==> config.mk <==
export PLATFORM = sky130hd
export DESIGN_NAME = pim_mem_mode_switch_policy
export DESIGN_NICKNAME = d
export VERILOG_FILES = /design/src/rtl/pmsp_pkg.sv /design/src/rtl/pim_mem_mode_switch_policy.sv /design/src/rtl/pmsp_in_stage.sv /design/src/rtl/pmsp_core.sv
export VERILOG_INCLUDE_DIRS = /design/src /design/src/rtl
export SDC_FILE = /design/constraint.sdc
export NUM_CORES = 2
export LEC_CHECK = 0
export ABC_AREA = 1
export BUFFER_PORTS_ARGS = -buffer_cell sky130_fd_sc_hd__clkbuf_2
export CAP_MARGIN = 30
export CORE_MARGIN = 1.5
export CORE_UTILIZATION = 39
export DETAILED_ROUTE_END_ITERATION = 10
export PLACE_DENSITY = 0.55
export SLEW_MARGIN = 20
export SYNTH_ARGS = -nofsm -noshare
export SYNTH_HDL_FRONTEND = slang
export SYNTH_SLANG_ARGS = --single-unit
==> constraint.sdc <==
create_clock -name clk -period 8.19 [get_ports clk]
set_input_delay 1.638 -clock clk [delete_from_list [all_inputs] [get_ports clk]]
set_output_delay 1.638 -clock clk [all_outputs]
set_load 0.005 [all_outputs]
==> src/rtl/pim_mem_mode_switch_policy_assert.svh <==
// Assertion macros for the mode switch policy block.
// PMSP_ASSERT_IMP checks cons in the same cycle as ante.
// PMSP_ASSERT_NXT checks cons in the cycle after ante.
`ifndef PIM_MEM_MODE_SWITCH_POLICY_ASSERT_SVH
`define PIM_MEM_MODE_SWITCH_POLICY_ASSERT_SVH

`ifndef SYNTHESIS

`define PMSP_ASSERT_IMP(lbl, clk, rst_n, ante, cons, msg) \
	lbl: assert property (@(posedge clk) disable iff (!rst_n) (ante) |-> (cons)) \
		else $error(msg);

`define PMSP_ASSERT_NXT(lbl, clk, rst_n, ante, cons, msg) \
	lbl: assert property (@(posedge clk) disable iff (!rst_n) (ante) |=> (cons)) \
		else $error(msg);

`else

`define PMSP_ASSERT_IMP(lbl, clk, rst_n, ante, cons, msg)

`define PMSP_ASSERT_NXT(lbl, clk, rst_n, ante, cons, msg)

`endif

`endif

==> src/rtl/pmsp_pkg.sv <==
`timescale 1ns / 1ps

package pmsp_pkg;

	localparam int CYCLE_W   = 48;
	localparam int ROW_W     = 16;
	localparam int COUNT_W   = 32;
	localparam int CAP_W     = 16;
	localparam int SLOW_W    = 8;
	// switch-back cycle: now + slowdown * base, never above 2^56
	localparam int SBC_W     = CYCLE_W + SLOW_W;
	localparam int IN_DATA_W  = 88;
	localparam int OUT_DATA_W = 104;
	localparam int CFG_IDX_W  = 1;
	localparam int CFG_DATA_W = 16;

	// register indexes on the config port
	localparam logic [CFG_IDX_W-1:0] REG_PIM_CAP  = 1'd0;
	localparam logic [CFG_IDX_W-1:0] REG_SLOWDOWN = 1'd1;

	localparam logic [CAP_W-1:0]  PIM_CAP_RST  = 16'd128;
	localparam logic [SLOW_W-1:0] SLOWDOWN_RST = 8'd2;

	typedef struct packed {
		logic [ROW_W-1:0]   issued_pim_row;
		logic               pim_issued;
		logic               mem_issued;
		logic [ROW_W-1:0]   next_pim_row;
		logic               pim_pending;
		logic               mem_pending;
		logic [CYCLE_W-1:0] cycle_now;
	} item_t;

	typedef struct packed {
		logic [CYCLE_W-1:0] wasted_cycles;
		logic [CYCLE_W-1:0] phase_time;
		logic               switched_to_pim;
		logic               switched_to_mem;
		logic               in_pim_mode;
	} result_t;

	typedef struct packed {
		logic [CAP_W-1:0]  pim_cap;
		logic [SLOW_W-1:0] slowdown_factor;
	} cfg_t;

endpackage

==> src/rtl/pim_mem_mode_switch_policy.sv <==
`timescale 1ns / 1ps
// Channel  | Dir | Handshake          | Payload
// s_*      | in  | s_tvalid/s_tready  | s_tdata: one controller cycle item
// m_*      | out | m_tvalid/m_tready  | m_tdata: mode and switch result
// cfg_*    | in  | cfg_valid/cfg_ready| cfg_index, cfg_data
//
// One item per clock sustained while m_tready is high; an item passes the input register, then the result register.
// The policy state updates as an item moves into the result register.
// Reset clears the policy state and loads pim_cap = 128, slowdown_factor = 2.
// A stalled m_tready holds the result; one more item waits in the input register.
// cfg_ready is always high; writes to an unknown index are dropped.

`include "pim_mem_mode_switch_policy_assert.svh"

module pim_mem_mode_switch_policy import pmsp_pkg::*; (
	input  logic                  clk,
	input  logic                  arst_n,
	input  logic                  s_tvalid,
	output logic                  s_tready,
	// cycle_now[47:0], mem_pending[48], pim_pending[49], next_pim_row[65:50],
	// mem_issued[66], pim_issued[67], issued_pim_row[83:68], zero pad
	input  logic [IN_DATA_W-1:0]  s_tdata,
	output logic                  m_tvalid,
	input  logic                  m_tready,
	// in_pim_mode[0], switched_to_mem[1], switched_to_pim[2],
	// phase_time[50:3], wasted_cycles[98:51], zero pad
	output logic [OUT_DATA_W-1:0] m_tdata,
	input  logic                  cfg_valid,
	output logic                  cfg_ready,
	input  logic [CFG_IDX_W-1:0]  cfg_index,
	input  logic [CFG_DATA_W-1:0] cfg_data
);

	localparam int RES_W = $bits(result_t);
	localparam int ITEM_W = $bits(item_t);

	cfg_t    cfg_q;
	item_t   item_s1;
	logic    valid_s1;
	logic    advance;
	logic    load;
	result_t res;
	result_t res_s2;

	// config registers
	assign cfg_ready = 1'b1;
	always_ff @(posedge clk or negedge arst_n) begin
		if (!arst_n) begin
			cfg_q.pim_cap         <= PIM_CAP_RST;
			cfg_q.slowdown_factor <= SLOWDOWN_RST;
		end else if (cfg_valid && cfg_ready) begin
			case (cfg_index)
				REG_PIM_CAP:  cfg_q.pim_cap <= cfg_data;
				REG_SLOWDOWN: cfg_q.slowdown_factor <= cfg_data[SLOW_W-1:0];
				default: ;
			endcase
		end
	end

	// flow control
	assign advance  = valid_s1 && (!m_tvalid || m_tready);
	assign s_tready = !valid_s1 || advance;
	assign load     = s_tvalid && s_tready;

	pmsp_in_stage u_in_stage (
		.clk      (clk),
		.arst_n   (arst_n),
		.load     (load),
		.advance  (advance),
		.item_in  (item_t'(s_tdata[ITEM_W-1:0])),
		.item_s1  (item_s1),
		.valid_s1 (valid_s1)
	);

	pmsp_core u_core (
		.clk     (clk),
		.arst_n  (arst_n),
		.advance (advance),
		.item_s1 (item_s1),
		.cfg     (cfg_q),
		.res     (res)
	);

	// result register
	always_ff @(posedge clk or negedge arst_n) begin
		if (!arst_n) begin
			m_tvalid <= 1'b0;
		end else if (advance) begin
			m_tvalid <= 1'b1;
		end else if (m_tready) begin
			m_tvalid <= 1'b0;
		end
	end

	always_ff @(posedge clk) begin
		if (advance) begin
			res_s2 <= res;
		end
	end

	assign m_tdata = {{(OUT_DATA_W-RES_W){1'b0}}, res_s2};

	`PMSP_ASSERT_IMP(a_to_mem_mode, clk, arst_n, m_tvalid && res_s2.switched_to_mem, !res_s2.in_pim_mode, "switch to memory left PIM mode set")
	`PMSP_ASSERT_IMP(a_to_pim_mode, clk, arst_n, m_tvalid && res_s2.switched_to_pim, res_s2.in_pim_mode, "switch to PIM without PIM mode")
	`PMSP_ASSERT_IMP(a_phase_zero, clk, arst_n, m_tvalid && !res_s2.switched_to_mem && !res_s2.switched_to_pim, res_s2.phase_time == '0, "phase time without a switch")
	`PMSP_ASSERT_IMP(a_wasted_zero, clk, arst_n, m_tvalid && !res_s2.switched_to_pim, res_s2.wasted_cycles == '0, "wasted cycles without a switch to PIM")
	`PMSP_ASSERT_NXT(a_s1_kept, clk, arst_n, valid_s1 && !advance, valid_s1, "input stage item dropped while stalled")

endmodule

==> src/rtl/pmsp_in_stage.sv <==
`timescale 1ns / 1ps

module pmsp_in_stage import pmsp_pkg::*; (
	input  logic  clk,
	input  logic  arst_n,
	input  logic  load,
	input  logic  advance,
	input  item_t item_in,
	output item_t item_s1,
	output logic  valid_s1
);

	// valid flag of the input stage
	always_ff @(posedge clk or negedge arst_n) begin
		if (!arst_n) begin
			valid_s1 <= 1'b0;
		end else if (load) begin
			valid_s1 <= 1'b1;
		end else if (advance) begin
			valid_s1 <= 1'b0;
		end
	end

	// payload, no reset
	always_ff @(posedge clk) begin
		if (load) begin
			item_s1 <= item_in;
		end
	end

endmodule

==> src/rtl/pmsp_core.sv <==
`timescale 1ns / 1ps

module pmsp_core import pmsp_pkg::*; (
	input  logic    clk,
	input  logic    arst_n,
	input  logic    advance,
	input  item_t   item_s1,
	input  cfg_t    cfg,
	output result_t res
);

	// policy state
	logic               pim_mode_q;
	logic [COUNT_W-1:0] pim_count_q;
	logic [CYCLE_W-1:0] pim_start_q;
	logic [COUNT_W-1:0] batch_mark_q;
	logic [ROW_W-1:0]   last_row_q;
	logic [CYCLE_W-1:0] base_dur_q;
	logic [CYCLE_W-1:0] mem_start_q;
	logic [SBC_W-1:0]   sbc_q;

	logic               pim_mode_d;
	logic [COUNT_W-1:0] pim_count_d;
	logic [CYCLE_W-1:0] pim_start_d;
	logic [COUNT_W-1:0] batch_mark_d;
	logic [ROW_W-1:0]   last_row_d;
	logic [CYCLE_W-1:0] base_dur_d;
	logic [CYCLE_W-1:0] mem_start_d;
	logic [SBC_W-1:0]   sbc_d;

	logic [CYCLE_W-1:0] now;
	logic [CYCLE_W-1:0] pim_dur;
	logic [COUNT_W-1:0] batch;
	logic [COUNT_W:0]   batch_sum;
	logic               batch_end;
	logic               leave;
	logic [SBC_W-1:0]   now_x;
	logic [SBC_W-1:0]   wasted_x;

	assign now       = item_s1.cycle_now;
	assign now_x     = {{SLOW_W{1'b0}}, now};
	assign pim_dur   = now - pim_start_q;
	assign batch     = pim_count_q - batch_mark_q;
	assign batch_sum = {1'b0, pim_count_q} + {1'b0, batch};
	assign batch_end = (pim_start_q != '0)
		&& (!item_s1.pim_pending || item_s1.next_pim_row != last_row_q);
	assign leave     = (batch_end && batch_sum > {{(COUNT_W+1-CAP_W){1'b0}}, cfg.pim_cap})
		|| (pim_count_q > {{(COUNT_W-CAP_W){1'b0}}, cfg.pim_cap});
	assign wasted_x  = sbc_q - now_x;

	// mode decision, then this cycle's issue events
	always_comb begin
		pim_mode_d   = pim_mode_q;
		pim_count_d  = pim_count_q;
		pim_start_d  = pim_start_q;
		batch_mark_d = batch_mark_q;
		last_row_d   = last_row_q;
		base_dur_d   = base_dur_q;
		mem_start_d  = mem_start_q;
		sbc_d        = sbc_q;
		res          = '0;

		if (pim_mode_q) begin
			if (pim_count_q <= {{(COUNT_W-CAP_W){1'b0}}, cfg.pim_cap}) begin
				base_dur_d = pim_dur;
			end
			if (batch_end) begin
				batch_mark_d = pim_count_q;
			end
			if (leave && item_s1.mem_pending) begin
				res.phase_time      = pim_dur;
				res.switched_to_mem = 1'b1;
				sbc_d        = now_x + SBC_W'(cfg.slowdown_factor * base_dur_d);
				pim_count_d  = '0;
				pim_start_d  = '0;
				batch_mark_d = '0;
				last_row_d   = '0;
				pim_mode_d   = 1'b0;
			end
		end else begin
			if ((now_x > sbc_q || !item_s1.mem_pending) && item_s1.pim_pending) begin
				res.phase_time      = now - mem_start_q;
				res.switched_to_pim = 1'b1;
				if (now_x < sbc_q) begin
					// saturate at the field width
					if (wasted_x[SBC_W-1:CYCLE_W] != '0) begin
						res.wasted_cycles = '1;
					end else begin
						res.wasted_cycles = wasted_x[CYCLE_W-1:0];
					end
				end
				base_dur_d  = '0;
				mem_start_d = '0;
				sbc_d       = '0;
				pim_mode_d  = 1'b1;
			end
		end

		// issue bookkeeping, whatever the mode
		if (item_s1.mem_issued && mem_start_d == '0) begin
			mem_start_d = now;
		end
		if (item_s1.pim_issued) begin
			if (pim_start_d == '0) begin
				pim_start_d = now;
			end
			pim_count_d = pim_count_d + COUNT_W'(1);
			last_row_d  = item_s1.issued_pim_row;
		end

		res.in_pim_mode = pim_mode_d;
	end

	// state commits when the item moves to the result register
	always_ff @(posedge clk or negedge arst_n) begin
		if (!arst_n) begin
			pim_mode_q   <= 1'b0;
			pim_count_q  <= '0;
			pim_start_q  <= '0;
			batch_mark_q <= '0;
			last_row_q   <= '0;
			base_dur_q   <= '0;
			mem_start_q  <= '0;
			sbc_q        <= '0;
		end else if (advance) begin
			pim_mode_q   <= pim_mode_d;
			pim_count_q  <= pim_count_d;
			pim_start_q  <= pim_start_d;
			batch_mark_q <= batch_mark_d;
			last_row_q   <= last_row_d;
			base_dur_q   <= base_dur_d;
			mem_start_q  <= mem_start_d;
			sbc_q        <= sbc_d;
		end
	end

endmodule
==> metrics.txt <==
status completed; grt met3 use 3.02%; post-synthesis cell area 47,400 um^2; hold endpoint u_core.last_row_q[2]$_DFFE_PN0P_; GP Congestion 0.919; RSZ-0062 raised after global routing true; ys async rst share 62.7%; first-pass GRT wire length 237,000 um; final hold violation count 0; initial antenna violation count 5; Synth-to-Final Area Change 12.6%; CTS tree built; post-synthesis sequential area ratio 27.8%; largest net degree at the start of global routing 152; NumNets Final slightly above 7k; Top FF cell, synth dfrtp_1; clock root cell clkbuf_16; CP arrival 8.33 ns; global routing's busiest layer met2; Final Max Tran Viols 0; Synthesis Warnings 0; htree depth 2; Syn Area/Cell 7.60 um^2; Post-Syn Instances about 6.2k; R2R cell count 37; gr ovfl total 0; final setup margin 0.382 ns; most common cell after layout, fill and taps aside nand2_1; worst-path fanout max 5; drt total wl between 150,000 and 200,000 um; layout cells sized above 1 9.58%; critical path's slowest cell fa_1; clock latency on the worst-skew pair 0.71 ns; r2r setup slk between 0.3 and 0.4 ns; reg-to-reg startpoint u_core.pim_start_q[15]$_DFFE_PN0P_; Worst-path clk slew 0.06 ns; Port-buffer cells 206; height of the die 352 um; max-capacitance violation count 0; vias in the first global route between 40k and 50k; CTS buffer count 61; vias per cell 5.19; period utilization 95.3%; DR WL/cell between 15 and 20 um; synthesis-stage register bit count between 400 and 500; fmax 0.128 GHz; I/O pin count 217; worst hold stages 2; clock skew 0.0717 ns; Hold Startpoint u_in_stage.item_s1[70]$_DFFE_PP_; most used cell, CP inv_1; Final Setup Violations 0; number of synthesized flops with an enable pin 183; gr usage total 24.9%; chip width between 300 and 400 um; Hold Path Class flip-flop to flip-flop; Detailed Routing Iterations Pass 1 6; Vias 42.3k; worst slack, placed approximately 0.13 ns; ANT nets after route 0; minimum clock period 7.81 ns; clock sinks 490; CTS Buffer Depth 3; CP Capture Type flip-flop; initial DRC count 3,246; commonest cells after routing, fill and taps aside nand2_1, inv_1, nor2_1, nand3_1, a21oi_1; Worst Tran Pin Value 1.02 ns; critical path class flip-flop to flip-flop; CP startpoint kind flip-flop; global-route met2 utilization 43.6%; Design Area, Final between 50,000 and 60,000 um^2; slowest stage delay, CP 0.53 ns; post-detail-place hpwl 124,000 um; reg2reg end u_core.sbc_q[49]$_DFFE_PN0P_; Initial Utilization 39.4%; Slew headroom 30.9%; # DRC 0; die area 124,000 um^2; CORE AREA between 100,000 and 150,000 um^2; Distinct cells, synth 64; met1 Use GR a little under a third; post-placement cell area 50,900 um^2; Worst EP required around 8.7 ns; Cell Rows roughly 130; Setup TNS Final 0 ns
final cells by class:
class                   instances  area (um^2)
fillers                     12300        66900
multi-input cells            4509        29700
flip-flops and latches        490        13200
inverters                    1052         3960
repair buffers                366         2370
well taps                    1612         2020
clock buffers                  83         1770
clock inverters                33          370
diodes                          1         2.50
cells in the mapped netlist (all sizes together) (11+ instances only):
cell    instances  area (um^2)
nand2        1376         5180
o22ai          37          231
clkbuf        108          405
nor3           47          250
a21boi         17          135
fa            329         6590
o21ai         409         2070
nand3         440         2250
nand4          67          447
dfrtp         305         7630
buf            82          521
a21o           23          173
xnor2          97          850
a31oi          38          238
o31ai          24          180
o41ai          11         96.3
or2            21          131
ha            317         3970
nor4           29          181
inv          1050         3940
edfxtp        183         5500
xor2          140         1230
o21a           33          248
o21bai         20          165
nor2          556         2140
o221ai         12          105
a21oi         408         2050
critical path, delay by kind of cell, from the launching register on:
kind            cells  cell delay, ns
compound gates      8            1.35
xor+xnor            1            0.30
fa+ha+maj           6            2.66
buf+inv             8            0.77
flops               1            0.49
simple gates       14            2.05
cell families after synthesis:
logic type / share of synthesized area [%]
flops: 27.8
compound gates: 12.7
other cells: 0.0158
fa+ha+maj: 22.3
simple gates: 22.5
buf+inv: 10.3
xor+xnor: 4.38
worst max-delay path by stage:
stage / end / cells after the start / slack [ns] / startpoint
detailed placement: u_core.sbc_q[54]$_DFFE_PN0P_ / 43 / 0.13 / u_in_stage.item_s1[0]$_DFFE_PP_
CTS: u_core.sbc_q[54]$_DFFE_PN0P_ / 43 / 0.01 / u_in_stage.item_s1[0]$_DFFE_PP_
floorplan: u_core.sbc_q[41]$_DFFE_PN0P_ / 39 / 1.05 / cfg_q[15]$_DFFE_PN1P_
finish: u_core.sbc_q[49]$_DFFE_PN0P_ / 37 / 0.38 / u_core.pim_start_q[15]$_DFFE_PN0P_
global route: u_core.sbc_q[54]$_DFFE_PN0P_ / 40 / -0.08 / u_core.pim_start_q[2]$_DFFE_PN0P_
global placement: u_core.sbc_q[54]$_DFFE_PN0P_ / 43 / 0.17 / u_in_stage.item_s1[0]$_DFFE_PP_
metal layers:
layer	part of all wire [%]	vias to the layer above
met5	0	-
li1	-	20700
met1	41	20400
met3	4.8	251
met4	4.5	0
met2	50	1025
registers in the layout, summed over array words and instances (netlist names):
register             flops
m_tdata                 99
u_in_stage.item_s1      84
u_core.sbc_q            56
u_core.base_dur_q       48
u_core.mem_start_q      48
u_core.pim_start_q      48
u_core.batch_mark_q     32
u_core.pim_count_q      32
cfg_q                   24
u_core.last_row_q       16
m_tvalid                 1
u_core.pim_mode_q        1
u_in_stage.valid_s1      1
per-stage QoR:
stage,hold WS [ns],std cells,util (%)
after floorplan,0.426,6241,-
after global routing,0.462,8145,44.3
after global placement,0.428,8020,42.3
final,0.448,8146,44.4
after CTS,0.449,8137,44.1
after detailed placement,0.434,8021,42.3
repair_timing:
action / in CTS / in global routing
resized for setup: 0 / 74
buffers inserted: 0 / 6
hold buffers: 0 / 0
setup endpoints to repair: 0 / 23
Power is left out: the tool's default activity adds up to more than one toggle a clock period on the data nets, which glitch-free logic cannot reach.
